**src/rtl/core/esc_pkg.sv**
```systemverilog
// Package for the environmental sensor compensation pipeline.
// Holds register indexes, widths and the pipeline payload types; no dependencies.
`timescale 1ns / 1ps
package esc_pkg;

  localparam int unsigned CfgIdxW = 3;
  localparam int unsigned CfgDataW = 64;

  typedef enum logic [CfgIdxW-1:0] {
    CFG_TEMP       = 3'd0,
    CFG_PRESS_A    = 3'd1,
    CFG_PRESS_B    = 3'd2,
    CFG_PRESS_NINE = 3'd3,
    CFG_HUM        = 3'd4
  } cfg_idx_e;

  localparam int unsigned DivW = 32;

  // dividend / divisor pair handed to the divider
  typedef struct packed {
    logic [31:0] num;
    logic [31:0] den;
    logic        hi;   // dividend had its top bit set: divide first, double after
    logic        zero; // divisor is zero
  } div_req_t;

  // arithmetic right shift of a 32-bit pattern
  function automatic logic [31:0] asr32(input logic [31:0] x, input int unsigned n);
    asr32 = 32'($signed(x) >>> n);
  endfunction

endpackage

```
**src/rtl/core/esc_delay.sv**
```systemverilog
// Payload delay line matching the divider depth.
// Depends on esc_pkg; advances only when enabled.
`timescale 1ns / 1ps
module esc_delay
  import esc_pkg::*;
(
  input  logic          clk_i,
  input  logic          en_i,
  input  logic [80:0]   d_i,
  output logic [80:0]   q_o
);

  logic [80:0] tap_q [DivW];

  // shift the tap chain
  always_ff @(posedge clk_i) begin
    if (en_i) begin
      tap_q[0] <= d_i;
      for (int i = 1; i < DivW; i++) tap_q[i] <= tap_q[i-1];
    end
  end

  assign q_o = tap_q[DivW-1];

endmodule
```
**config.mk**
```make
export PLATFORM = sky130hd
export DESIGN_NAME = esc_delay
export DESIGN_NICKNAME = d
export VERILOG_FILES = /design/src/rtl/core/esc_pkg.sv /design/src/rtl/core/esc_delay.sv
export SDC_FILE = /design/constraint.sdc
export NUM_CORES = 1
export LEC_CHECK = 0
export ABC_AREA = 1
export CORE_UTILIZATION = 45
export CTS_CLUSTER_SIZE = 8
export DETAILED_ROUTE_END_ITERATION = 6
export DONT_BUFFER_PORTS = 1
export SLEW_MARGIN = 20
export SYNTH_ARGS = -nofsm -noshare
export SYNTH_HDL_FRONTEND = slang
export SYNTH_SLANG_ARGS = --single-unit
```
**constraint.sdc**
```tcl
create_clock -name clk_i -period 0.8 [get_ports clk_i]
set_input_delay 0 -clock clk_i [delete_from_list [all_inputs] [get_ports clk_i]]
set_output_delay 0 -clock clk_i [all_outputs]
set_load 0.03 [all_outputs]
```
Word-level counts from Yosys, hierarchy flattened
Memory sizes are Yosys's and may differ from the RTL's. Index checks and enable logic that the tools add are counted.

Mux-type cells: 2.

Operator list (count): 1-bit two-way mux (2).

Output and inout bits: 81. Word-level logic and storage cells: 3. RAM bits: 2592. Memories: 1. Bits of input ports: 83. Register bits after elaboration: 0.

Memory list: tap_q (depth 32, bits a word 81, rd ports 32, clocked after Yosys merged registers in 0, write ports 32, RTL line esc_delay.sv:13) `logic [80:0] tap_q [DivW];`.

Longest topological paths before layout
Word-level depth: 2. Gate-level depth with buffers: 1.

Least setup slack after synthesis
No wires, ideal clock.

Path type: register to register. Start: mem tap_q[11][28] (netlist: tap_q[0][919]). End: mem tap_q[12][28] (netlist: tap_q[0][1000]), data pin. Required time: 0.534 ns. Setup slack: 0.211 ns. Period minus slack after synthesis: 0.589 ns. Data arrival time: 0.323 ns. Stages on the path, launching flop included: 1. Setup time: 0.266 ns. Path through: edfxtp_1.

RTL lines (RTL line): from (decl) (esc_delay.sv:13).

==> results by group <==
STA
  • Final Hold Viols: 31
  • Max-slew violations: 0
  • WHS: -0.244 ns
  • Worst Max-Slew Pin Slew: about 0.62 ns
  • Relative slew slack: 0.587
  • Final setup violation count: 343
  • Skew final: approximately 0.033 ns
  • RSZ-0062 raised after global routing: true
  • Setup ws final: -0.660 ns
  • Fmax: between 0.6 and 0.7 GHz
  • Final min period: about 1.5 ns
  • Fin crit share: 1.83

Clock network
  • Clk sink count: roughly 2600
  • Reg clk slew, reported paths: about 0.050 ns
  • CTS tree: yes
  • Worst skew pair latency: around 0.9 ns
  • CTS root buf: clkbuf_16
  • Clock tree buffer depth: 4
  • H-tree depth: 5
  • Num CTS Buffers: between 300 and 400

Drt
  • Post-Route WL: a little over 80 mm
  • Final ANT Viol Nets: 0
  • Iteration-0 DRC count of the detailed router: between 1500 and 2000
  • Wirelength per Cell: 14.6 µm
  • First-pass iteration count of the detailed router: 5
  • Avg Vias per Cell: between 4 and 5
  • Number of remaining DRC errors: 0
  • Via count: ~24000

Die
  • Ports: ~160
  • FP Rows: around 150
  • Core area: about 0.17 mm²
  • Die Ht: about 420 µm
  • Die Wd: between 400 and 500 µm
  • Starting Density: 0.455
  • Total die area: 0.176 mm²

Cells and area
  • Commonest non-fill, non-tap cell in the layout: edfxtp_1
  • Reg with most FFs: tap_q
  • Multi-input logic area: 0 µm²
  • Most frequent cells in the layout: edfxtp_1 (2592), clkbuf_16 (395), dlygate4sd3_1 (166)
  • #MultiIn Comb: 0
  • Share of layout cells above drive strength 1: 0.145
  • P&R area growth vs syn: 19.7%
  • Nets: 3296
  • Max reg flops: 2592
  • Sequential cell area: just under 0.08 mm²
  • Fillers: 12654
  • Ant diodes: 0
  • Post-route design area: 0.0939 mm²
  • Largest registers: tap_q (2592)

Setup path
  • Crit Path Class: reg2out
  • Top fanout value on the critical path: 1
  • Worst reg2reg path depth: 0
  • Required time of the critical path: about 0.80 ns
  • WP data arrival: roughly 1.5 ns
  • Critical path launch point type: register
  • Stages on worst setup path: 0
  • Worst setup EP type: primary output

Placed design
  • PortBufs: 0
  • Placement Cell Area: approximately 0.08 mm²
  • Routability Congestion: roughly 0.62
  • Detailed placer's ending HPWL: 28.1 mm

Worst hold path
  • Path type of the worst min-delay path: in2reg
  • Hold Path Stages: 4

Global routing
  • Number of global-route vias before repair: approximately 25000
  • First-pass GRT wire length: between 100 and 150 mm
  • Initial antenna violation count: 2
  • Total track usage: 0.0898
  • Remaining Overflow, GRT: 0
  • Largest net degree at the start of global routing: roughly 230

Outcome
  • Failing checks: hold timing, setup timing
  • Status: finished, violations left

Synthesis
  • Synthesized instance count: between 2000 and 3000
  • Synthesized net count: 2756
  • #FFs+latches synth: roughly 2600
  • Warnings from Yosys: 0
  • Register area share after synthesis: 0.992
  • Synth cell types: 2
  • Netlist Area Pre-Place: a little under 0.08 mm²
  • Avg Inst Size Synth: around 30 µm²

Job
  • Max cap viols: 0

Power
  • PD cells: around 3200 mW/mm²
  • Maximum VDD drop: roughly 2.3 mV
  • Leakage: between 30 and 40 nW
[where the power goes]
part | total (mW) | switching, mW | internal (mW)
sequential | 161 | 2.17 | 159
combinational | 4.20 | 2.73 | 1.47
clock | 131 | 47.8 | 82.9
total | 296 | 52.7 | 243
[final timing paths]
path	start	to	slack [ns]
worst min-delay path	en_i	tap_q[0][44]	-0.24
worst max-delay path	tap_q[1][1225]	q_o[10]	-0.66
worst min register to register	tap_q[0][1055]	tap_q[0][1136]	0.38
worst max register to register	tap_q[1][1206]	tap_q[1][1287]	0.11
[metal layers]
| metal | track usage | up-vias | routed length (µm) |
|---|---|---|---|
| met5 | 0 | - | 0 |
| met4 | 0.0536 | 0 | 3030 |
| met3 | 0.0341 | 240 | 4790 |
| met2 | 0.133 | 560 | 36900 |
| met1 | 0.113 | 11715 | 36000 |
| li1 | - | 11773 | - |
[per-stage QoR]
stage	worst slack, ns	total power [mW]	util	setup TNS (ns)	cells
3_3_place_gp	-3.80	166	0.470	-5564.03	4913
3_5_place_dp	-4.06	166	0.470	-5998.15	4914
6_report	-0.660	296	0.545	-53.94	5540
5_1_grt	-0.777	308	0.545	-65.37	5540
4_1_cts	-0.786	301	0.542	-676.32	5503
2_1_floorplan	0.211	163	-	0	2673
[cell families (layout without fill, tap and decap cells)]
kind of cell           Yosys count  count (layout)  share of synthesized area
DFF                           2592            2592                      0.992
buffers and inverters           81             638                    0.00775
[layout make-up]
cell class | count | area share
Tap cell | 2310 | 0.0308
Timing Repair Buffer | 244 | 0.0370
Clock inverter | 10 | 0.00144
Clock buffer | 384 | 0.102
Sequential cell | 2592 | 0.829
[synth_stat cells]
library cell / n / area (µm²)
buf_4: 81 / 608
edfxtp_1: 2592 / 77800
[timing repair]
action	CTS	global route
gates cloned	29	14
setup buffers	0	19
gates resized for setup	10	2
setup endpoints to repair	2321	2166
endpoints found under the hold margin	691	303
hold buffers	166	7
(Power assumes the default switching activity.)
