--- src/rtl/core/esc_pkg.sv ---
// Package for the environmental sensor compensation pipeline.
// Holds register indexes, widths and the pipeline payload types; no dependencies.
`timescale 1ns / 1ps
package esc_pkg;

  localparam int unsigned CfgIdxW = 3;
  localparam int unsigned CfgDataW = 64;

  typedef enum logic [CfgIdxW-1:0] {
    CFG_TEMP       = 3'd0,
    CFG_PRESS_A    = 3'd1,
    CFG_PRESS_B    = 3'd2,
    CFG_PRESS_NINE = 3'd3,
    CFG_HUM        = 3'd4
  } cfg_idx_e;

  localparam int unsigned DivW = 32;

  // dividend / divisor pair handed to the divider
  typedef struct packed {
    logic [31:0] num;
    logic [31:0] den;
    logic        hi;   // dividend had its top bit set: divide first, double after
    logic        zero; // divisor is zero
  } div_req_t;

  // arithmetic right shift of a 32-bit pattern
  function automatic logic [31:0] asr32(input logic [31:0] x, input int unsigned n);
    asr32 = 32'($signed(x) >>> n);
  endfunction

endpackage

--- src/rtl/core/esc_div.sv ---
// Pipelined unsigned 32/32 divider, one quotient bit per stage.
// Depends on esc_pkg; an item can enter every cycle, stalls freeze all stages.
`timescale 1ns / 1ps
module esc_div
  import esc_pkg::*;
(
  input  logic          clk_i,
  input  logic          rst_ni,
  input  logic          en_i,
  input  logic [31:0]   num_i,
  input  logic [31:0]   den_i,
  output logic [31:0]   quo_o
);

  logic [31:0] rem_q [DivW];
  logic [31:0] num_q [DivW];
  logic [31:0] den_q [DivW];
  logic [31:0] quo_q [DivW];

  // one restoring step: shift in the next dividend bit, subtract if it fits
  function automatic logic [32:0] div_step(input logic [31:0] rem, input logic nbit,
                                           input logic [31:0] den);
    logic [32:0] sh;
    logic [32:0] trial;
    sh = {rem, nbit};
    trial = sh - {1'b0, den};
    div_step = trial[32] ? {1'b0, sh[31:0]} : {1'b1, trial[31:0]};
  endfunction

  // advance every stage by one quotient bit
  always_ff @(posedge clk_i) begin
    logic [32:0] st;
    if (en_i) begin
      st = div_step(32'd0, num_i[31], den_i);
      rem_q[0] <= st[31:0];
      quo_q[0] <= {31'd0, st[32]};
      num_q[0] <= {num_i[30:0], 1'b0};
      den_q[0] <= den_i;
      for (int s = 1; s < DivW; s++) begin
        st = div_step(rem_q[s-1], num_q[s-1][31], den_q[s-1]);
        rem_q[s] <= st[31:0];
        quo_q[s] <= {quo_q[s-1][30:0], st[32]};
        num_q[s] <= {num_q[s-1][30:0], 1'b0};
        den_q[s] <= den_q[s-1];
      end
    end
  end

  assign quo_o = quo_q[DivW-1];

  logic unused_rst;
  assign unused_rst = rst_ni;

endmodule

--- config.mk ---
export PLATFORM = sky130hd
export DESIGN_NAME = esc_div
export DESIGN_NICKNAME = d
export VERILOG_FILES = /design/src/rtl/core/esc_pkg.sv /design/src/rtl/core/esc_div.sv
export SDC_FILE = /design/constraint.sdc
export NUM_CORES = 2
export LEC_CHECK = 0
export BUFFER_PORTS_ARGS = -buffer_cell sky130_fd_sc_hd__buf_2
export CORE_MARGIN = 3
export CORE_UTILIZATION = 57
export CTS_BUF_LIST = sky130_fd_sc_hd__clkbuf_4
export DETAILED_ROUTE_END_ITERATION = 7
export MAX_ROUTING_LAYER = met4
export PLACE_DENSITY = 0.75
export SKIP_CTS_REPAIR_TIMING = 1
export SYNTH_ARGS = -nofsm -noshare
export SYNTH_HDL_FRONTEND = slang
export SYNTH_SLANG_ARGS = --single-unit
--- constraint.sdc ---
create_clock -name clk_i -period 4 [get_ports clk_i]
set_input_delay 0.2 -clock clk_i [delete_from_list [all_inputs] [get_ports clk_i]]
set_output_delay 0.2 -clock clk_i [all_outputs]
set_load 0.005 [all_outputs]
Word level (Yosys, flattened, before mapping). Memory sizes are Yosys's and may differ from the RTL's. Cells that the tools add are included.

Bits in registers: 0. Input bits: 67. RAM bits: 4064. Memories: 4.

Memory list: den_q (depth 32, bits a word 32, read ports 31, clocked after Yosys merged registers in 0, write ports 32, line esc_div.sv:17) `logic [31:0] den_q [DivW];`; quo_q (depth 32, bits a word 32, read ports 32, clocked after Yosys merged registers in 0, write ports 32, line esc_div.sv:18) `logic [31:0] quo_q [DivW];`; rem_q (depth 32, bits a word 32, read ports 31, clocked after Yosys merged registers in 0, write ports 32, line esc_div.sv:15) `logic [31:0] rem_q [DivW];`; num_q (depth 32, bits a word 31, read ports 31, clocked after Yosys merged registers in 0, write ports 32, line esc_div.sv:16) `logic [31:0] num_q [DivW];`.

Muxes and demuxes: 34. Add/subtract/negate cells: 32.

Operators by type and width (number): 2-to-1 mux 33 bit (32); subtractor 33 x 32 -> 33 bit (31); subtractor 1 x 32 -> 33 bit (1); 2-to-1 mux 1 bit (2).

Longest topological paths before layout. An unclocked memory read counts as a cell.

Word-level depth: 3. Depth in mapped cells: 17. Depth with buffers taken out: 15.

Worst setup path after synthesis. Ideal clock, no wire load.

Kind: register to register. From: mem den_q[12][0] (netlist: den_q[3][0]). To: mem rem_q[13][8] (netlist: rem_q[3][40]), data pin. Slack: 0.190 ns. Required time: 3.740 ns. Cell stages (with the launch flop): 17. Library setup time: 0.260 ns. Arrival: 3.550 ns. Cell sequence: edfxtp_1 > ha_1 > fa_1 > nand2b_1 > a21boi_0 > o2111ai_1 > a31oi_1 > a211oi_2 > o21ai_2 > a41oi_2 > o21ai_2 > mux2_4 > and2_4 > buf_12 > inv_8 > buf_6 > mux2_2.

RTL lines (line): start: declaration (esc_div.sv:17); end: declaration (esc_div.sv:15).

==> out/qor.csv <==
metric,value,unit
status,"finished, violations left",
violations,negative setup slack,
initial_core_util,57.5,%
synthTopCellsByCount,"edfxtp_1 (3,008), inv_1 (1,227), ha_1 (993), a21oi_1 (832), nand2_1 (696)",
grt_pass1_wl,517,mm
p_switching,56.6,mW
critical_path_class,reg2reg,
cts_sinks,3008,
grt_max_degree,131,
cpMostUsedCell,o21ai_2,
sequentialPowerShare,33.2,%
synth_cell_types,102,
syn_avg_cell_area,12.7,um^2
crit_required,5.21,ns
rr_worst_depth,16,
layout.cells.non_filler,17500,
coreArea,0.266,mm^2
area_growth_syn_to_layout,14.9,%
numCtsBuffers,775,
worstReg2RegEnd,rem_q[2][30],
drt_iter0_markers,7447,
ant_nets,0,
synth_edf_count,3008,
postSynthCellCount,12000,
gp_congestion,0.946,
swShare,36.8,%
max_cap_violations,0,
fmaxAchievable,245,MHz
wirelength,342,mm
rows,189,
via_per_inst,5.70,
cts-htree-levels,6,
placed_cells,15800,
p_int,97.0,mW
cp-startpoint,den_q[1][96],
path_buf_inv,3,
yosys.area.top_type_share,59.0,%
post-place-ws,-0.304,ns
antenna_found_initial,8,
root_buffer,clkbuf_4,
grt_overflow,0,
clkTransAtPathRegs,0.07,ns
startpoint_type,flip-flop,
nFillCells,19500,
worst_slack,-0.0771,ns
die-area,0.275,mm^2
slew_violations,0,
synth-seq-area-share,59.0,%
regToRegSetupSlack,-0.08,ns
grt_pass1_vias,98000,
clkPwrFrac,16.9,%
relSlewSlack,36.3,%
worstPathCellList,"ha_4, fa_2, nor2b_2, o21ai_2, a21boi_2, buf_4, o41ai_4, o21ai_4, a21oi_4, o41a_1, o21ai_2, a21oi_2, xnor2_4, clkbuf_16, buf_12, mux2_4",
final.min_clock_period,4.08,ns
arrival,5.28,ns
synth_ff_type,edfxtp_1,
yosysMostFrequentCell,edfxtp_1,
power,154,mW
synth_area,0.153,mm^2
crit_fanout,8,
dpl_cell_area,0.161,mm^2
die_h,524,um
endpoint,rem_q[2][30],
fin_setup_tns,-1.38,ns
min_period_over_period,102,%
firstDrtPassIters,6,
io_pins,99,
stdcell_area,0.176,mm^2
slowest_stage,o41a_1,
cts_buffer_depth,4,
yosysTopAreaCell,edfxtp_1,
powerDensity,873,mW/mm^2
setup_violations,57,
combPwrFrac,49.9,%
tritoncts,yes,
hp-start,num_i[31],
crit_path_max_incr_delay,0.46,ns
nets,14400,
peakVddDrop,411,uV
r2r_start,den_q[1][96],
async_flop_share,0,%
drc_errors,0,
worst_slew_pin_slew,0.956,ns
cp.depth,16,
synth-seq-cells,3008,
fin_util,66.1,%
endpoint_kind,flip-flop,
drive_gt1_share,19.6,%
hpwl,234,mm
fin_hold_ws,0.180,ns
ys.warnings.count,0,
track_usage,24.0,%
leakage,72.9,nW
hp-class,in2reg,
placement.io_buffers,97,
finalHoldViolCount,0,
clkLatencyLatePin,1.54,ns
wl_per_cell,19.6,um
ys_top_cells_by_area,"edfxtp_1 (59%), ha_1 (8.1%), mux2_2 (4.2%), inv_1 (3.0%), xnor2_1 (2.9%)",
die_x,524,um
rsz0062_at_grt,yes,
skew,0.136,ns
vias,99700,
cp_top_family,compound AO/OA/AOI/OAI gates,
sequential cells by signal, summed over array words and instances (netlist names):
signal	flops
num_q	496
rem_q	992
den_q	992
quo_q	528
worst min path at each step:
| stage | depth (start not counted) | slack [ns] | to |
|---|---|---|---|
| floorplan | 0 | 0.30 | den_q[0][0] |
| global placement | 1 | 0.38 | num_q[0][10] |
| detailed placement | 1 | 0.38 | num_q[0][4] |
| CTS | 1 | -1.42 | num_q[0][24] |
| global route | 5 | 0.06 | rem_q[0][0] |
| finish | 5 | 0.18 | rem_q[0][0] |
final cells by class:
cell class / count / area [um^2] / share of cell area [%]
flip-flops and latches: 3008 / 90300 / 51.4
multi-input cells: 7516 / 58800 / 33.4
clock buffers: 1111 / 8340 / 4.74
repair buffers: 819 / 7890 / 4.48
inverters: 1228 / 4630 / 2.63
well taps: 3533 / 4420 / 2.51
clock inverters: 257 / 1430 / 0.810
diodes: 12 / 30.0 / 0.0171
repair inverters: 1 / 11.3 / 0.00640
layout by cell type, fill, tap and decap left out, types with 31 or more instances in the layout:
master         synthesis  routed
mux2_2               572     417
dlygate4sd3_1          0     192
or3_1                 38      37
nand3_1              159     157
nand4_1              120     120
o211ai_1              50      50
nand2b_1             120     119
o21a_1               141     138
nor2_1               442     439
o21ai_0              631     609
mux2i_1               52      52
inv_1               1227    1221
o21bai_1             112     111
a31oi_1              103      96
nand2_1              696     695
clkbuf_4               0    1111
a211oi_1              49      48
o31a_1                42      42
o31ai_1               57      49
a21o_1               501     500
ha_1                 993     979
clkinv_2               0      31
mux2_4                51     206
a21boi_0              39      35
edfxtp_1            3008    3008
buf_12                 1      70
nor2b_1              161     150
nor3_1                88      84
buf_2                 46      96
o21ai_1               52      58
a21oi_1              832     808
buf_4                 51     410
xor2_1               314     305
clkinv_1               0     172
xnor2_1              510     502
and3_1                60      59
worst min-delay path, cell delays in order:
cell and delay (ns):
dlygate4sd3_1 0.52, buf_2 0.09, dlygate4sd3_1 0.56, nor2_1 0.05, a21oi_1 0.11
kinds of logic after synthesis:
family	Yosys count	share of synthesized area (%)
other cells	1	0.00245
fa+ha+maj	1023	8.51
flops	3008	59.0
mux	677	5.06
buf+inv	1508	3.95
compound gates	2917	12.2
simple gates	2052	6.45
xor+xnor	832	4.80
per-layer routing:
metal  GRT usage (%)  routed length, um
met5               -                  0
met4            8.35               9570
met3            3.74              19200
met2            38.2             163000
met1            31.5             151000
power by group through the flow:
stage	combinational [mW]	clock, mW	sequential [mW]
after floorplan	51.2	0	48.8
after global placement	66.0	0	51.6
after detailed placement	68.0	0	51.6
after CTS	68.6	26.9	51.0
after global routing	83.7	28.7	51.6
final	76.6	26.0	51.0
(Power assumes the default switching activity.)
